### src/rtl/knob_filter_soft_takeover_defines.svh
// Assertion macros shared by the knob filter RTL.
`ifndef KNOB_FILTER_SOFT_TAKEOVER_DEFINES_SVH
`define KNOB_FILTER_SOFT_TAKEOVER_DEFINES_SVH

`ifndef ASSERT_OFF
// Clocked check, masked while reset is high.
`define KFST_ASSERT(lbl, clk, rst, prop) \
   lbl: assert property (@(posedge clk) disable iff (rst) prop) \
      else $error("knob filter check failed");
// Clocked check that also holds during reset.
`define KFST_ASSERT_ALWAYS(lbl, clk, prop) \
   lbl: assert property (@(posedge clk) prop) \
      else $error("knob filter check failed");
`else
`define KFST_ASSERT(lbl, clk, rst, prop)
`define KFST_ASSERT_ALWAYS(lbl, clk, prop)
`endif

`endif

### src/rtl/kfst_pkg.sv
// Shared types and constants of the knob filter with soft takeover.
`default_nettype none
package kfst_pkg;

   localparam int SAMPLE_W = 12;
   localparam int IDX_W    = 3;
   localparam int VAL_W    = 16;
   localparam int MODE_W   = 2;

   localparam logic [SAMPLE_W-1:0] SAMPLE_MASK  = 12'hfff;
   localparam logic [SAMPLE_W-1:0] THRESH_RESET = 12'd200;

   // reported lock mode codes
   localparam logic [MODE_W-1:0] MODE_CAPTURE  = 2'd0;
   localparam logic [MODE_W-1:0] MODE_LOCKED   = 2'd1;
   localparam logic [MODE_W-1:0] MODE_TRACKING = 2'd2;

   typedef enum logic [1:0] {
      OP_SAMPLE = 2'd0,
      OP_SELECT = 2'd1,
      OP_WRITE  = 2'd2,
      OP_FORCE  = 2'd3
   } op_type;

   typedef enum logic [2:0] {
      LOCK_CAPTURE  = 3'b001,
      LOCK_LOCKED   = 3'b010,
      LOCK_TRACKING = 3'b100
   } lock_type;

   // sample waiting in the update stage
   typedef struct packed {
      logic                valid;
      logic                ch;
      logic [SAMPLE_W-1:0] raw;
   } filt_req_type;

   // table write wanted by the update stage
   typedef struct packed {
      logic             en;
      logic [IDX_W-1:0] idx;
      logic [VAL_W-1:0] data;
   } tbl_wr_type;

   function automatic logic [MODE_W-1:0] lock_code(lock_type st);
      logic [MODE_W-1:0] code;
      case (st)
         LOCK_CAPTURE:  code = MODE_CAPTURE;
         LOCK_LOCKED:   code = MODE_LOCKED;
         LOCK_TRACKING: code = MODE_TRACKING;
         default:       code = MODE_CAPTURE;
      endcase
      return code;
   endfunction

endpackage
`default_nettype wire

### src/rtl/kfst_interfaces.sv
// Valid/ready channel interfaces of the knob filter: request, response, csr.
`default_nettype none
interface kfst_req_if;
   import kfst_pkg::*;
   logic                       valid;
   logic                       ready;
   logic [1:0]                 operation;
   logic [SAMPLE_W-1:0]        sample;
   logic [IDX_W-1:0]           param_index;
   logic signed [VAL_W-1:0]    write_value;
   modport source (output valid, operation, sample, param_index, write_value, input ready);
   modport sink   (input valid, operation, sample, param_index, write_value, output ready);
endinterface

interface kfst_rsp_if;
   import kfst_pkg::*;
   logic                       valid;
   logic                       ready;
   logic                       channel;
   logic [SAMPLE_W-1:0]        filtered_value;
   logic [MODE_W-1:0]          lock_mode;
   logic [IDX_W-1:0]           active_entry;
   logic signed [VAL_W-1:0]    entry_value;
   logic                       index_rejected;
   modport source (output valid, channel, filtered_value, lock_mode, active_entry,
                   entry_value, index_rejected, input ready);
   modport sink   (input valid, channel, filtered_value, lock_mode, active_entry,
                   entry_value, index_rejected, output ready);
endinterface

interface kfst_csr_if;
   import kfst_pkg::*;
   logic                valid;
   logic                ready;
   logic [SAMPLE_W-1:0] unlock_threshold;
   modport source (output valid, unlock_threshold, input ready);
   modport sink   (input valid, unlock_threshold, output ready);
endinterface
`default_nettype wire

### src/rtl/kfst_filter.sv
// Per-channel IIR accumulator memory with read-modify-write update.
`default_nettype none
module kfst_filter #(
   parameter int FILTER_SHIFT = 6
) (
   input  logic                          clock,
   input  logic                          reset,
   input  logic                          rd_en,
   input  logic                          rd_ch,
   input  kfst_pkg::filt_req_type        req,
   input  logic                          commit,
   output logic [kfst_pkg::SAMPLE_W-1:0] filt_value
);
   import kfst_pkg::*;

   localparam int ACC_W = SAMPLE_W + FILTER_SHIFT;

   logic [ACC_W-1:0]        acc_mem [2];
   logic [ACC_W-1:0]        rd_data_ff;
   logic [1:0]              vld_ff;
   logic                    fwd_vld_ff;
   logic                    fwd_ch_ff;
   logic [ACC_W-1:0]        fwd_data_ff;
   logic [ACC_W-1:0]        acc_cur;
   logic [SAMPLE_W-1:0]     x;
   logic [ACC_W-1:0]        target;
   logic signed [ACC_W:0]   diff;
   logic signed [ACC_W:0]   step;
   logic [ACC_W:0]          acc_sum;
   logic [ACC_W-1:0]        acc_new;
   logic                    do_wr;

   // memory read issued when the request is taken
   always_ff @(posedge clock) begin
      if (rd_en) begin
         rd_data_ff <= acc_mem[rd_ch];
      end
   end

   // current accumulator: last write bypass, then memory, unwritten reads zero
   always_comb begin
      if (fwd_vld_ff && (fwd_ch_ff == req.ch)) begin
         acc_cur = fwd_data_ff;
      end else if (vld_ff[req.ch]) begin
         acc_cur = rd_data_ff;
      end else begin
         acc_cur = '0;
      end
   end

   // acc += floor(((x << S) - acc) / 2^S)
   always_comb begin
      x       = req.raw ^ SAMPLE_MASK;
      target  = {x, {FILTER_SHIFT{1'b0}}};
      diff    = $signed({1'b0, target}) - $signed({1'b0, acc_cur});
      step    = diff >>> FILTER_SHIFT;
      acc_sum = {1'b0, acc_cur} + $unsigned(step);
      acc_new = acc_sum[ACC_W-1:0];
   end

   assign filt_value = acc_new[ACC_W-1 -: SAMPLE_W];
   assign do_wr      = commit && req.valid;

   // write back
   always_ff @(posedge clock) begin
      if (do_wr) begin
         acc_mem[req.ch] <= acc_new;
      end
   end

   always_ff @(posedge clock) begin
      if (reset) begin
         vld_ff     <= '0;
         fwd_vld_ff <= 1'b0;
      end else if (do_wr) begin
         vld_ff[req.ch] <= 1'b1;
         fwd_vld_ff     <= 1'b1;
      end
   end

   always_ff @(posedge clock) begin
      if (do_wr) begin
         fwd_ch_ff   <= req.ch;
         fwd_data_ff <= acc_new;
      end
   end

endmodule
`default_nettype wire

### src/rtl/kfst_table.sv
// Parameter table memory with write bypass and post-write readout.
`default_nettype none
module kfst_table #(
   parameter int NUM_ENTRIES = 8
) (
   input  logic                       clock,
   input  logic                       reset,
   input  logic                       rd_en,
   input  logic [kfst_pkg::IDX_W-1:0] rd_idx,
   input  kfst_pkg::tbl_wr_type       wr,
   input  logic                       commit,
   input  logic [kfst_pkg::IDX_W-1:0] rep_idx,
   output logic [kfst_pkg::VAL_W-1:0] entry_value
);
   import kfst_pkg::*;

   localparam int AW = (NUM_ENTRIES > 1) ? $clog2(NUM_ENTRIES) : 1;
   localparam int WW = (AW > IDX_W) ? AW : IDX_W;

   logic [VAL_W-1:0]       tbl_mem [NUM_ENTRIES];
   logic [VAL_W-1:0]       rd_data_ff;
   logic [NUM_ENTRIES-1:0] vld_ff;
   logic                   fwd_vld_ff;
   logic [IDX_W-1:0]       fwd_idx_ff;
   logic [VAL_W-1:0]       fwd_data_ff;
   logic [WW-1:0]          rd_ext;
   logic [WW-1:0]          wr_ext;
   logic [WW-1:0]          rep_ext;
   logic [AW-1:0]          rd_addr;
   logic [AW-1:0]          wr_addr;
   logic [AW-1:0]          rep_addr;
   logic                   rep_ok;
   logic                   do_wr;

   assign rd_ext   = WW'(rd_idx);
   assign wr_ext   = WW'(wr.idx);
   assign rep_ext  = WW'(rep_idx);
   assign rd_addr  = rd_ext[AW-1:0];
   assign wr_addr  = wr_ext[AW-1:0];
   assign rep_addr = rep_ext[AW-1:0];
   assign rep_ok   = 32'(rep_idx) < NUM_ENTRIES;
   assign do_wr    = commit && wr.en;

   // registered read at request time
   always_ff @(posedge clock) begin
      if (rd_en) begin
         rd_data_ff <= tbl_mem[rd_addr];
      end
   end

   // value after this step: zero if out of range, else own write, then last write, then memory
   always_comb begin
      if (!rep_ok) begin
         entry_value = '0;
      end else if (wr.en && (wr.idx == rep_idx)) begin
         entry_value = wr.data;
      end else if (fwd_vld_ff && (fwd_idx_ff == rep_idx)) begin
         entry_value = fwd_data_ff;
      end else if (vld_ff[rep_addr]) begin
         entry_value = rd_data_ff;
      end else begin
         entry_value = '0;
      end
   end

   always_ff @(posedge clock) begin
      if (do_wr) begin
         tbl_mem[wr_addr] <= wr.data;
         fwd_idx_ff       <= wr.idx;
         fwd_data_ff      <= wr.data;
      end
   end

   // unwritten entries read as zero
   always_ff @(posedge clock) begin
      if (reset) begin
         vld_ff     <= '0;
         fwd_vld_ff <= 1'b0;
      end else if (do_wr) begin
         vld_ff[wr_addr] <= 1'b1;
         fwd_vld_ff      <= 1'b1;
      end
   end

endmodule
`default_nettype wire

### src/rtl/knob_filter_soft_takeover.sv
// Top level: two-channel knob filter driving a soft-takeover parameter table.
//
//   channel  dir  payload                                         taken when
//   req_ch   in   operation, sample, param_index, write_value     valid && ready
//   rsp_ch   out  channel, filtered_value, lock_mode,
//                 active_entry, entry_value, index_rejected       valid && ready
//   csr_ch   in   unlock_threshold                                valid (ready tied high)
//
// One request per cycle sustained while responses are accepted; each response is registered
// first in the update stage, which takes the memory read issued with the request, and
// then in the response register.
// The accumulator and table memories are read when a request is taken and
// written back from the update stage; a last-write bypass covers back-to-back hits.
// Reset is synchronous; table and accumulators read as zero.
// A stalled response holds the update stage, which in turn holds off requests.
`default_nettype none
`include "knob_filter_soft_takeover_defines.svh"
module knob_filter_soft_takeover #(
   parameter int NUM_ENTRIES  = 8,
   parameter int FILTER_SHIFT = 6
) (
   input  logic       clock,
   input  logic       reset,
   kfst_req_if.sink   req_ch,
   kfst_rsp_if.source rsp_ch,
   kfst_csr_if.sink   csr_ch
);
   import kfst_pkg::*;

   logic                req_accept;
   logic                smp_accept;
   logic                s1_adv;
   logic [SAMPLE_W-1:0] thresh_ff;
   logic                next_chan_ff;

   logic                s1_valid_ff;
   op_type              s1_op_ff;
   logic [SAMPLE_W-1:0] s1_sample_ff;
   logic [IDX_W-1:0]    s1_idx_ff;
   logic [VAL_W-1:0]    s1_wval_ff;
   logic                s1_ch_ff;

   lock_type            lock_ff;
   lock_type            lock_in;
   logic [SAMPLE_W-1:0] capt_ff;
   logic [SAMPLE_W-1:0] capt_in;
   logic [IDX_W-1:0]    active_ff;
   logic [IDX_W-1:0]    active_in;

   filt_req_type        filt_req;
   logic [SAMPLE_W-1:0] filt_value;
   tbl_wr_type          tbl_wr;
   logic [VAL_W-1:0]    entry_value;
   logic                idx_ok;
   logic                sel_new;
   logic                rej;
   logic                is_sample;
   logic [SAMPLE_W-1:0] gap;

   logic                rsp_valid_ff;
   logic                rsp_chan_ff;
   logic [SAMPLE_W-1:0] rsp_filt_ff;
   logic [MODE_W-1:0]   rsp_mode_ff;
   logic [IDX_W-1:0]    rsp_active_ff;
   logic [VAL_W-1:0]    rsp_entry_ff;
   logic                rsp_rej_ff;

   // handshakes
   assign s1_adv        = s1_valid_ff && (!rsp_valid_ff || rsp_ch.ready);
   assign req_ch.ready  = !s1_valid_ff || s1_adv;
   assign req_accept    = req_ch.valid && req_ch.ready;
   assign smp_accept    = req_accept && (op_type'(req_ch.operation) == OP_SAMPLE);
   assign csr_ch.ready  = 1'b1;

   // threshold register
   always_ff @(posedge clock) begin
      if (reset) begin
         thresh_ff <= THRESH_RESET;
      end else if (csr_ch.valid) begin
         thresh_ff <= csr_ch.unlock_threshold;
      end
   end

   // channel alternates on every sample taken
   always_ff @(posedge clock) begin
      if (reset) begin
         next_chan_ff <= 1'b0;
      end else if (smp_accept) begin
         next_chan_ff <= ~next_chan_ff;
      end
   end

   // update stage
   always_ff @(posedge clock) begin
      if (reset) begin
         s1_valid_ff <= 1'b0;
      end else if (req_ch.ready) begin
         s1_valid_ff <= req_ch.valid;
      end
   end

   always_ff @(posedge clock) begin
      if (req_accept) begin
         s1_op_ff     <= op_type'(req_ch.operation);
         s1_sample_ff <= req_ch.sample;
         s1_idx_ff    <= req_ch.param_index;
         s1_wval_ff   <= $unsigned(req_ch.write_value);
         s1_ch_ff     <= next_chan_ff;
      end
   end

   assign is_sample = s1_op_ff == OP_SAMPLE;

   assign filt_req.valid = s1_valid_ff && is_sample;
   assign filt_req.ch    = s1_ch_ff;
   assign filt_req.raw   = s1_sample_ff;

   kfst_filter #(
      .FILTER_SHIFT(FILTER_SHIFT)
   ) u_filter (
      .clock     (clock),
      .reset     (reset),
      .rd_en     (smp_accept),
      .rd_ch     (next_chan_ff),
      .req       (filt_req),
      .commit    (s1_adv),
      .filt_value(filt_value)
   );

   assign idx_ok  = 32'(s1_idx_ff) < NUM_ENTRIES;
   assign sel_new = (s1_op_ff == OP_SELECT) && idx_ok && (s1_idx_ff != active_ff);
   assign gap     = (filt_value >= capt_ff) ? (filt_value - capt_ff) : (capt_ff - filt_value);

   // lock control and table write request
   always_comb begin
      lock_in     = lock_ff;
      capt_in     = capt_ff;
      active_in   = active_ff;
      rej         = 1'b0;
      tbl_wr.en   = 1'b0;
      tbl_wr.idx  = s1_idx_ff;
      tbl_wr.data = s1_wval_ff;
      case (s1_op_ff)
         OP_SAMPLE: begin
            if (!s1_ch_ff) begin
               case (lock_ff)
                  LOCK_CAPTURE: begin
                     capt_in = filt_value;
                     lock_in = LOCK_LOCKED;
                  end
                  LOCK_LOCKED: begin
                     if (gap > thresh_ff) begin
                        lock_in = LOCK_TRACKING;
                     end
                  end
                  LOCK_TRACKING: begin
                     tbl_wr.en   = 1'b1;
                     tbl_wr.idx  = active_ff;
                     tbl_wr.data = {{(VAL_W-SAMPLE_W){1'b0}}, filt_value};
                  end
                  default: begin
                     lock_in = lock_ff;
                  end
               endcase
            end
         end
         OP_SELECT: begin
            if (!idx_ok) begin
               rej = 1'b1;
            end else if (sel_new) begin
               active_in = s1_idx_ff;
               lock_in   = LOCK_CAPTURE;
            end
         end
         OP_WRITE: begin
            if (!idx_ok) begin
               rej = 1'b1;
            end else begin
               tbl_wr.en = 1'b1;
            end
         end
         OP_FORCE: begin
            lock_in = LOCK_TRACKING;
         end
         default: begin
            lock_in = lock_ff;
         end
      endcase
   end

   kfst_table #(
      .NUM_ENTRIES(NUM_ENTRIES)
   ) u_table (
      .clock      (clock),
      .reset      (reset),
      .rd_en      (req_accept),
      .rd_idx     (req_ch.param_index),
      .wr         (tbl_wr),
      .commit     (s1_adv),
      .rep_idx    (s1_idx_ff),
      .entry_value(entry_value)
   );

   // lock state commits with the update stage
   always_ff @(posedge clock) begin
      if (reset) begin
         lock_ff   <= LOCK_CAPTURE;
         capt_ff   <= '0;
         active_ff <= '0;
      end else if (s1_adv) begin
         lock_ff   <= lock_in;
         capt_ff   <= capt_in;
         active_ff <= active_in;
      end
   end

   // response register
   always_ff @(posedge clock) begin
      if (reset) begin
         rsp_valid_ff <= 1'b0;
      end else if (s1_adv) begin
         rsp_valid_ff <= 1'b1;
      end else if (rsp_ch.ready) begin
         rsp_valid_ff <= 1'b0;
      end
   end

   always_ff @(posedge clock) begin
      if (s1_adv) begin
         rsp_chan_ff   <= is_sample ? s1_ch_ff : 1'b0;
         rsp_filt_ff   <= is_sample ? filt_value : '0;
         rsp_mode_ff   <= lock_code(lock_in);
         rsp_active_ff <= active_in;
         rsp_entry_ff  <= entry_value;
         rsp_rej_ff    <= rej;
      end
   end

   assign rsp_ch.valid          = rsp_valid_ff;
   assign rsp_ch.channel        = rsp_chan_ff;
   assign rsp_ch.filtered_value = rsp_filt_ff;
   assign rsp_ch.lock_mode      = rsp_mode_ff;
   assign rsp_ch.active_entry   = rsp_active_ff;
   assign rsp_ch.entry_value    = $signed(rsp_entry_ff);
   assign rsp_ch.index_rejected = rsp_rej_ff;

   // a stalled item stays in the update stage
   `KFST_ASSERT(a_s1_hold, clock, reset, s1_valid_ff && !s1_adv |=> s1_valid_ff)
   // selecting a new entry re-arms the lock
   `KFST_ASSERT(a_rearm, clock, reset, s1_adv && sel_new |=> lock_ff == LOCK_CAPTURE)
   // each sample taken flips the channel
   `KFST_ASSERT(a_chan_toggle, clock, reset, smp_accept |=> next_chan_ff != $past(next_chan_ff))

endmodule
`default_nettype wire
### src/flat_wrapper.sv
// flat-port wrapper written by rule: the top's interface ports become plain ports
module knob_filter_soft_takeover_flat import kfst_pkg::*;
#(
   parameter int NUM_ENTRIES  = 8,
   parameter int FILTER_SHIFT = 6
)
  (clock, reset, req_ch_valid, req_ch_operation, req_ch_sample, req_ch_param_index, req_ch_write_value, req_ch_ready, rsp_ch_valid, rsp_ch_channel, rsp_ch_filtered_value, rsp_ch_lock_mode, rsp_ch_active_entry, rsp_ch_entry_value, rsp_ch_index_rejected, rsp_ch_ready, csr_ch_valid, csr_ch_unlock_threshold, csr_ch_ready);
  kfst_req_if req_ch_i ();
  kfst_rsp_if rsp_ch_i ();
  kfst_csr_if csr_ch_i ();
  input  logic clock;
  input  logic reset;
  input wire logic [$bits(req_ch_i.valid)-1:0] req_ch_valid;
  input wire logic [$bits(req_ch_i.operation)-1:0] req_ch_operation;
  input wire logic [$bits(req_ch_i.sample)-1:0] req_ch_sample;
  input wire logic [$bits(req_ch_i.param_index)-1:0] req_ch_param_index;
  input wire logic [$bits(req_ch_i.write_value)-1:0] req_ch_write_value;
  output wire logic [$bits(req_ch_i.ready)-1:0] req_ch_ready;
  output wire logic [$bits(rsp_ch_i.valid)-1:0] rsp_ch_valid;
  output wire logic [$bits(rsp_ch_i.channel)-1:0] rsp_ch_channel;
  output wire logic [$bits(rsp_ch_i.filtered_value)-1:0] rsp_ch_filtered_value;
  output wire logic [$bits(rsp_ch_i.lock_mode)-1:0] rsp_ch_lock_mode;
  output wire logic [$bits(rsp_ch_i.active_entry)-1:0] rsp_ch_active_entry;
  output wire logic [$bits(rsp_ch_i.entry_value)-1:0] rsp_ch_entry_value;
  output wire logic [$bits(rsp_ch_i.index_rejected)-1:0] rsp_ch_index_rejected;
  input wire logic [$bits(rsp_ch_i.ready)-1:0] rsp_ch_ready;
  input wire logic [$bits(csr_ch_i.valid)-1:0] csr_ch_valid;
  input wire logic [$bits(csr_ch_i.unlock_threshold)-1:0] csr_ch_unlock_threshold;
  output wire logic [$bits(csr_ch_i.ready)-1:0] csr_ch_ready;
  assign req_ch_i.valid = req_ch_valid;
  assign req_ch_i.operation = req_ch_operation;
  assign req_ch_i.sample = req_ch_sample;
  assign req_ch_i.param_index = req_ch_param_index;
  assign req_ch_i.write_value = req_ch_write_value;
  assign req_ch_ready = req_ch_i.ready;
  assign rsp_ch_valid = rsp_ch_i.valid;
  assign rsp_ch_channel = rsp_ch_i.channel;
  assign rsp_ch_filtered_value = rsp_ch_i.filtered_value;
  assign rsp_ch_lock_mode = rsp_ch_i.lock_mode;
  assign rsp_ch_active_entry = rsp_ch_i.active_entry;
  assign rsp_ch_entry_value = rsp_ch_i.entry_value;
  assign rsp_ch_index_rejected = rsp_ch_i.index_rejected;
  assign rsp_ch_i.ready = rsp_ch_ready;
  assign csr_ch_i.valid = csr_ch_valid;
  assign csr_ch_i.unlock_threshold = csr_ch_unlock_threshold;
  assign csr_ch_ready = csr_ch_i.ready;
  knob_filter_soft_takeover #(.NUM_ENTRIES(NUM_ENTRIES), .FILTER_SHIFT(FILTER_SHIFT)) u_core (.clock(clock), .reset(reset), .req_ch(req_ch_i), .rsp_ch(rsp_ch_i), .csr_ch(csr_ch_i));
endmodule
### config.mk
export PLATFORM = sky130hd
export DESIGN_NAME = knob_filter_soft_takeover_flat
export DESIGN_NICKNAME = d
export VERILOG_FILES = /design/src/rtl/kfst_pkg.sv /design/src/rtl/kfst_interfaces.sv /design/src/rtl/kfst_filter.sv /design/src/rtl/kfst_table.sv /design/src/rtl/knob_filter_soft_takeover.sv /design/src/flat_wrapper.sv
export VERILOG_INCLUDE_DIRS = /design/src /design/src/rtl
export SDC_FILE = /design/constraint.sdc
export NUM_CORES = 1
export LEC_CHECK = 0
export ABC_AREA = 1
export BUFFER_PORTS_ARGS = -buffer_cell sky130_fd_sc_hd__buf_4
export CORE_ASPECT_RATIO = 1.75
export CORE_MARGIN = 5
export CORE_UTILIZATION = 60
export DETAILED_ROUTE_END_ITERATION = 8
export GPL_TIMING_DRIVEN = 1
export PLACE_DENSITY = 0.74
export SETUP_SLACK_MARGIN = 0.4
export SYNTH_ARGS = -nofsm -noshare
export SYNTH_HDL_FRONTEND = slang
export SYNTH_SLANG_ARGS = --single-unit
### constraint.sdc
create_clock -name clock -period 10.6 [get_ports clock]
set_clock_uncertainty 0.05 [all_clocks]
set_input_delay 1.59 -clock clock [delete_from_list [all_inputs] [get_ports clock]]
set_output_delay 1.59 -clock clock [all_outputs]
set_load 0.01 [all_outputs]
==> results.sh, run 1 <==
export IMPL_htree_num_levels=1
export IMPL_io_buffers=85
export IMPL_worstMarginPinSlew_ns=1.15
export IMPL_hold_end="u_core.u_table.vld_ff[5]"
export IMPL_setup_viol=0
export IMPL_die_y_um=232
export IMPL_synth_seq_cells=349
export IMPL_routed_wl_um=42800
export IMPL_path_class="reg -> reg"
export IMPL_cts_tree="yes"
export IMPL_die_area_sq_um=31800
export IMPL_r2r_end="u_core.rsp_ch.lock_mode[1]"
export IMPL_power_leakage_nw=7.82
export IMPL_critPathTopFamily="simple AND/OR/NAND/NOR gates"
export IMPL_synth_main_ff_cell="edfxtp_1"
export IMPL_clockRootBuffer="clkbuf_16"
export IMPL_netlist_top_cells_count="edfxtp_1 (304), nand2_1 (254), nor2_1 (217), inv_1 (195), o21ai_0 (134)"
export IMPL_nFillCells=2157
export IMPL_post_cts_buffers=0
export IMPL_grt_pass1_wl_um=65200
export IMPL_timing_fmax_mhz=110
export IMPL_finalCritPeriodShare_pct=85.6
export IMPL_seqCellArea_sq_um=10000
export IMPL_synth_cell_type_count=63
export IMPL_via_per_inst=5.64
export IMPL_holdCritStartpoint="u_core.u_table.vld_ff[5]"
export IMPL_slew_headroom_pct=23.2
export IMPL_worst_r2r_setup_slack_ns=1.53
export IMPL_antennaDiodeCount=0
export IMPL_slowest_delay_ns=0.53
export IMPL_synth_cells=1676
export IMPL_place_inst=2098
export IMPL_drt_iter0_drc=844
export IMPL_fin_tns_setup_ns=0
export IMPL_cts_made_buffers=31
export IMPL_grt_overflow_total=0
export IMPL_clk_latency_ns=0.59
export IMPL_utilization_pct=67.9
export IMPL_groute_usage_overall_pct=27.1
export IMPL_cp_start_kind="register"
export IMPL_coreArea_sq_um=27900
export IMPL_drt_antenna_violating_nets=0
export IMPL_reg2regPathDepth=48
export IMPL_synth_top_cell_by_area="edfxtp_1"
export IMPL_hold_slack_ns=0.414
export IMPL_slowest_stage="edfxtp_1"
export IMPL_multi_input_area_sq_um=5890
export IMPL_rsz0062_at_grt="no"
export IMPL_areaGrowthSynthToFinish_pct=11.9
export IMPL_die_width_um=137
export IMPL_ys_seq_area_share_pct=59.3
export IMPL_synth_async_reset_ratio_pct=0
export IMPL_netlist_top_cells_area="edfxtp_1 (54%), nand2_1 (5.6%), dfxtp_1 (5.3%), nor2_1 (4.8%), ha_1 (4.6%)"
export IMPL_crit_path_frequent_cell="nand2_1"
export IMPL_yosysMostFrequentCell="edfxtp_1"
export IMPL_grt_max_degree=67
export IMPL_wire_per_inst_um=19.9
export IMPL_syn_area_sq_um=16900
export IMPL_grt_antenna_before_repair=0
export IMPL_vias=12200
export IMPL_cp_num_buf_inv=5
export IMPL_peakVddDrop_v=0.000161
export IMPL_synth_nets=1791
export IMPL_hpwl_um=30900
export IMPL_power_total_mw=3.50
export IMPL_syn_area_per_cell_sq_um=10.1
export IMPL_worstPathRequired_ns=10.88
export IMPL_dr_pass1_iters=5
export IMPL_cts_buffer_depth=3
export IMPL_io_pins=88
export IMPL_slew_viol_final=0
export IMPL_synth_top_area_share_pct=54.0
export IMPL_drc_errors=0
export IMPL_arrival_ns=9.35
export IMPL_synth_edff_count=304
export IMPL_nNetsFinal=1873
export IMPL_outcome="finished clean"
export IMPL_start_util_pct=60.7
export IMPL_rows=81
export IMPL_cap_violations=0
export IMPL_min_path_cells=2
export IMPL_layoutNonFillerInstCount=2155
export IMPL_end_kind="register"
export IMPL_path_clk_slew_ns=0.07
export IMPL_grt_pass1_vias=12300
export IMPL_drive_above_1_share_pct=13.7
export IMPL_cts_hold_fix_buffers=0
export IMPL_min_delay_path_class="reg -> reg"
export IMPL_cp_max_fo=24
export IMPL_clkSinkCount=349
export IMPL_ys_warn_count=0
export IMPL_timing_hold_violations_final=0
export IMPL_place_congestion=0.989
export IMPL_powerDensity_nw_per_um2=185
export IMPL_r2r_start="u_core.s1_ch_ff"
export IMPL_period_minus_slack_ns=9.07
==> cell usage in the layout, fill, tap and decap left out, types with 11 or more instances in the layout <==
| master | count |
|---|---|
| o22ai_1 | 21 |
| nand4_1 | 16 |
| nand2_1 | 254 |
| clkbuf_16 | 31 |
| ha_1 | 62 |
| a21oi_1 | 77 |
| nand2_2 | 35 |
| inv_1 | 193 |
| nor2_1 | 217 |
| buf_4 | 103 |
| nand3_1 | 82 |
| edfxtp_1 | 304 |
| o211ai_1 | 11 |
| dfxtp_1 | 45 |
| xnor2_1 | 15 |
| o21ai_0 | 133 |
| a31oi_1 | 24 |
==> logic make-up (layout without fill, tap and decap cells) <==
logic type	Yosys count	in the layout	share of synthesized area (%)
buffers and inverters	258	364	5.98
AND/OR/NAND/NOR	662	662	17.6
XOR/XNOR	28	28	1.65
adder cells (fa/ha/maj)	65	65	4.94
multiplexers	5	5	0.296
flip-flops	349	349	59.3
AO/OA/AOI/OAI	307	307	10.2
other	2	2	0.0444
==> area by class of cell <==
| cell class | count | share of cell area [%] |
|---|---|---|
| multi-input combinational | 1069 | 31.1 |
| sequential | 349 | 53.0 |
| clock inverter | 18 | 1.06 |
| inverter | 204 | 4.06 |
| timing repair buffer | 103 | 4.08 |
| tap | 373 | 2.46 |
| clock buffer | 39 | 4.26 |
==> layer usage <==
| layer | routed length (um) | global-route usage (%) | vias to the layer above |
|---|---|---|---|
| met4 | 2610 | 15.2 | 0 |
| met1 | 14500 | 27.4 | 5826 |
| met3 | 1640 | 2.60 | 118 |
| met2 | 24000 | 52.5 | 334 |
| li1 | - | - | 5881 |
| met5 | 0 | 0 | - |
==> flip-flops by register name, indices dropped and copies added, names as in the netlist, 2 cells and up <==
signal / count
u_core.active_ff: 3
u_core.capt_ff: 12
u_core.lock_ff: 3
u_core.rsp_ch.active_entry: 3
u_core.rsp_ch.entry_value: 16
u_core.rsp_ch.filtered_value: 12
u_core.rsp_ch.lock_mode: 2
u_core.s1_idx_ff: 3
u_core.s1_op_ff: 2
u_core.s1_sample_ff: 12
u_core.s1_wval_ff: 16
u_core.thresh_ff: 12
u_core.u_filter.acc_mem: 36
u_core.u_filter.fwd_data_ff: 18
u_core.u_filter.rd_data_ff: 18
u_core.u_filter.vld_ff: 2
u_core.u_table.fwd_data_ff: 16
u_core.u_table.fwd_idx_ff: 3
u_core.u_table.rd_data_ff: 16
u_core.u_table.tbl_mem: 128
u_core.u_table.vld_ff: 8
==> power breakdown <==
group          switching [mW]  internal [mW]
Sequential             0.0193           1.56
Clock                   0.501          0.620
Combinational           0.524          0.269
==> metrics by stage <==
step	setup slack, ns	instance area [sq um]
after detailed placement	1.37	17900
after global routing	0.549	18900
after floorplan	3.14	16900
after CTS	1.31	18900
final	1.53	18900
after global placement	1.44	17900
==> how the worst max path moves through the flow <==
stage / startpoint / endpoint / cells past startpoint
6_report: u_core.s1_ch_ff / u_core.rsp_ch.lock_mode[1] / 48
3_3_place_gp: u_core.s1_ch_ff / u_core.rsp_ch.lock_mode[1] / 48
4_1_cts: u_core.s1_ch_ff / u_core.rsp_ch.lock_mode[1] / 48
3_5_place_dp: u_core.s1_ch_ff / u_core.rsp_ch.lock_mode[1] / 48
5_1_grt: u_core.s1_ch_ff / u_core.rsp_ch.lock_mode[0] / 49
2_1_floorplan: u_core.s1_ch_ff / u_core.rsp_ch.lock_mode[1] / 46
==> worst reg2reg max path, delay by kind of cell (launching register included) <==
kind | cells | cell delay [ns]
mux | 1 | 0.34
xor+xnor | 2 | 0.40
simple gates | 22 | 2.94
buf+inv | 5 | 0.63
compound gates | 15 | 2.87
fa+ha+maj | 3 | 1.05
flops | 1 | 0.53
==> repair_timing <==
item / 4_1_cts / 5_1_grt
endpoints found under the hold margin: 0 / 0
gates resized for setup: 0 / 1
setup endpoints to repair: 0 / 2
No activity file was read; power rests on OpenSTA's default activity.
==> inputs of run 2 (changes only) <==
CORE_UTILIZATION = 50   (was 60)
PLACE_DENSITY = 0.63   (was 0.74)
SYNTH_HIERARCHICAL = 1   (was not set)
==> run 2 against run 1 <==
Effect of this change: total power rose by 0.81%; worst hold slack better by 0.0044 ns; clock power up 5%; critical endpoint is now u_core/rsp_ch.lock_mode[0]; largest cell class unchanged; largest power group unchanged; highest routed layer unchanged.
==> results.sh, run 2 <==
export IMPL_outcome="finished clean"
export IMPL_min_delay_path_class="reg -> reg"
export IMPL_timing_hold_violations_final=0
export IMPL_slowest_delay_ns=0.56
export IMPL_netlist_top_cells_area="edfxtp_1 (52%), nand2_1 (7.5%), dfxtp_1 (5.2%), inv_1 (4.8%), ha_1 (4.5%)"
export IMPL_via_per_inst=5.34
export IMPL_top_regs="u_core/u_table/tbl_mem (128), u_core/u_filter/acc_mem (36)"
export IMPL_drt_antenna_violating_nets=0
export IMPL_critPathLaunch="u_core/s1_ch_ff"
export IMPL_period_minus_slack_ns=7.58
export IMPL_finalCritPeriodShare_pct=71.5
export IMPL_r2r_start="u_core/s1_ch_ff"
export IMPL_post_cts_buffers=0
export IMPL_peakVddDrop_v=0.000153
export IMPL_power_total_mw=3.52
export IMPL_cp_start_kind="register"
export IMPL_grt_antenna_before_repair=0
export IMPL_place_congestion=0.906
export IMPL_timing_final_ws_setup_ns=3.02
export IMPL_ys_seq_area_share_pct=57.5
export IMPL_grt_overflow_total=0
export IMPL_groute_usage_overall_pct=22.4
export IMPL_timing_fmax_mhz=132
export IMPL_grt_pass1_vias=12200
export IMPL_end_kind="register"
export IMPL_routed_wl_um=43600
export IMPL_worstMarginPinSlew_ns=1.25
export IMPL_rsz0062_at_grt="no"
export IMPL_die_area_sq_um=38800
export IMPL_coreArea_sq_um=34500
export IMPL_dr_pass1_iters=5
export IMPL_grt_max_degree=67
export IMPL_path_clk_slew_ns=0.07
export IMPL_yosysMostFrequentCell="nand2_1"
export IMPL_cts_made_buffers=31
export IMPL_drc_errors=0
export IMPL_slowest_stage="edfxtp_1"
export IMPL_arrival_ns=7.86
export IMPL_antennaDiodeCount=0
export IMPL_cts_hold_fix_buffers=0
export IMPL_synth_top_area_share_pct=52.4
export IMPL_cts_tree="yes"
export IMPL_htree_num_levels=1
export IMPL_syn_area_per_cell_sq_um=10.2
export IMPL_mostFrequentLayoutCell="nand2_1"
export IMPL_layout_common_cells="nand2_1 (349), edfxtp_1 (304), inv_1 (220)"
export IMPL_vias=12100
export IMPL_io_pins=88
export IMPL_drt_iter0_drc=692
export IMPL_min_path_cells=2
export IMPL_worstPathRequired_ns=10.88
export IMPL_netlist_top_cells_count="nand2_1 (349), edfxtp_1 (304), inv_1 (222), nor2_1 (163), o21ai_0 (101)"
export IMPL_clockRootBuffer="clkbuf_16"
export IMPL_r2r_end="u_core/rsp_ch.lock_mode[0]"
export IMPL_rows=90
export IMPL_grt_pass1_wl_um=66900
export IMPL_hpwl_um=31600
export IMPL_synth_main_ff_cell="edfxtp_1"
export IMPL_cts_buffer_depth=3
export IMPL_setup_viol=0
export IMPL_clk_latency_ns=0.57
export IMPL_ys_warn_count=6
export IMPL_synth_seq_cells=349
export IMPL_synth_nets=1831
export IMPL_cp_max_fo=28
export IMPL_slew_viol_final=0
export IMPL_areaGrowthSynthToFinish_pct=11.4
export IMPL_power_leakage_nw=8.22
export IMPL_powerDensity_nw_per_um2=182
export IMPL_synth_top_cell_by_area="edfxtp_1"
export IMPL_synth_async_reset_ratio_pct=0
export IMPL_holdCritStartpoint="u_core/u_table/vld_ff[2]"
export IMPL_drive_above_1_share_pct=14.1
export IMPL_reg2regPathDepth=42
export IMPL_synth_edff_count=304
export IMPL_pre_cts_slack_ns=2.98
export IMPL_syn_area_sq_um=17400
export IMPL_largest_register="u_core/u_table/tbl_mem"
export IMPL_synth_cells=1716
export IMPL_synth_cell_type_count=51
export IMPL_nNetsFinal=1901
export IMPL_wire_per_inst_um=19.2
export IMPL_die_y_um=257
export IMPL_largest_reg_flops=128
export IMPL_path_class="reg -> reg"
export IMPL_slew_headroom_pct=15.8
export IMPL_cts_resized=0
export IMPL_start_util_pct=50.6
export IMPL_hold_slack_ns=0.418
export IMPL_cap_violations=0
export IMPL_hold_end="u_core/u_table/vld_ff[2]"
export IMPL_die_width_um=151
export IMPL_io_buffers=85
export IMPL_worst_r2r_setup_slack_ns=3.02
export IMPL_crit_path_frequent_cell="nand2_1"
export IMPL_clkSinkCount=349
export IMPL_fin_tns_setup_ns=0
[run 2: per-layer routing]
metal / track usage [%] / up-vias / wire [um]
met4: 7.51 / 0 / 1620
met1: 23.9 / 5823 / 15800
met5: 0 / - / 0
li1: - / 5890 / -
met2: 44.2 / 295 / 24500
met3: 2.55 / 107 / 1630
[run 2: cells by family (layout without fill, tap and decap cells)]
kind of cell | after synthesis | in the layout | synth area share (%)
flops | 349 | 349 | 57.5
xor+xnor | 44 | 44 | 2.21
mux | 50 | 50 | 3.00
compound gates | 257 | 257 | 8.46
buf+inv | 297 | 391 | 7.39
other cells | 2 | 2 | 0.0431
simple gates | 652 | 652 | 16.5
fa+ha+maj | 65 | 65 | 4.80
[run 2: how the worst max path moves through the flow]
stage / end / slack [ns] / cells past startpoint
after detailed placement: u_core/rsp_ch.lock_mode[0] / 2.98 / 42
after floorplan: u_core/rsp_ch.lock_mode[0] / 4.33 / 48
after global routing: u_core/rsp_ch.lock_mode[0] / 2.17 / 47
after CTS: u_core/rsp_ch.lock_mode[0] / 2.95 / 42
after global placement: u_core/rsp_ch.lock_mode[0] / 3.16 / 43
final: u_core/rsp_ch.lock_mode[0] / 3.02 / 42
[run 2: worst max-delay path, delay by kind of cell (launching register included)]
kind                     cells  cell delay, ns
AO/OA/AOI/OAI                8            1.78
XOR/XNOR                     2            0.59
adder cells (fa/ha/maj)      4            1.40
buffers and inverters        5            0.58
flip-flops                   1            0.56
AND/OR/NAND/NOR             23            2.36
[run 2: power by group]
part	internal (mW)	switching [mW]
Combinational	0.253	0.518
Sequential	1.56	0.0188
Clock	0.683	0.495
[run 2: final cells by class]
| type | instances | area, sq um |
|---|---|---|
| sequential | 349 | 10000 |
| multi-input combinational | 1070 | 6120 |
| clock buffer | 40 | 840 |
| clock inverter | 17 | 226 |
| fill | 3076 | 15000 |
| tap | 460 | 576 |
| inverter | 234 | 878 |
| timing repair buffer | 100 | 751 |
[run 2: stage by stage]
step | instance area [sq um] | utilization [%] | std cells
finish | 19400 | 56.3 | 2270
global route | 19400 | 56.3 | 2270
CTS | 19400 | 56.3 | 2270
detailed placement | 18400 | 53.3 | 2213
global placement | 18400 | 53.3 | 2213
floorplan | 17400 | - | 1716
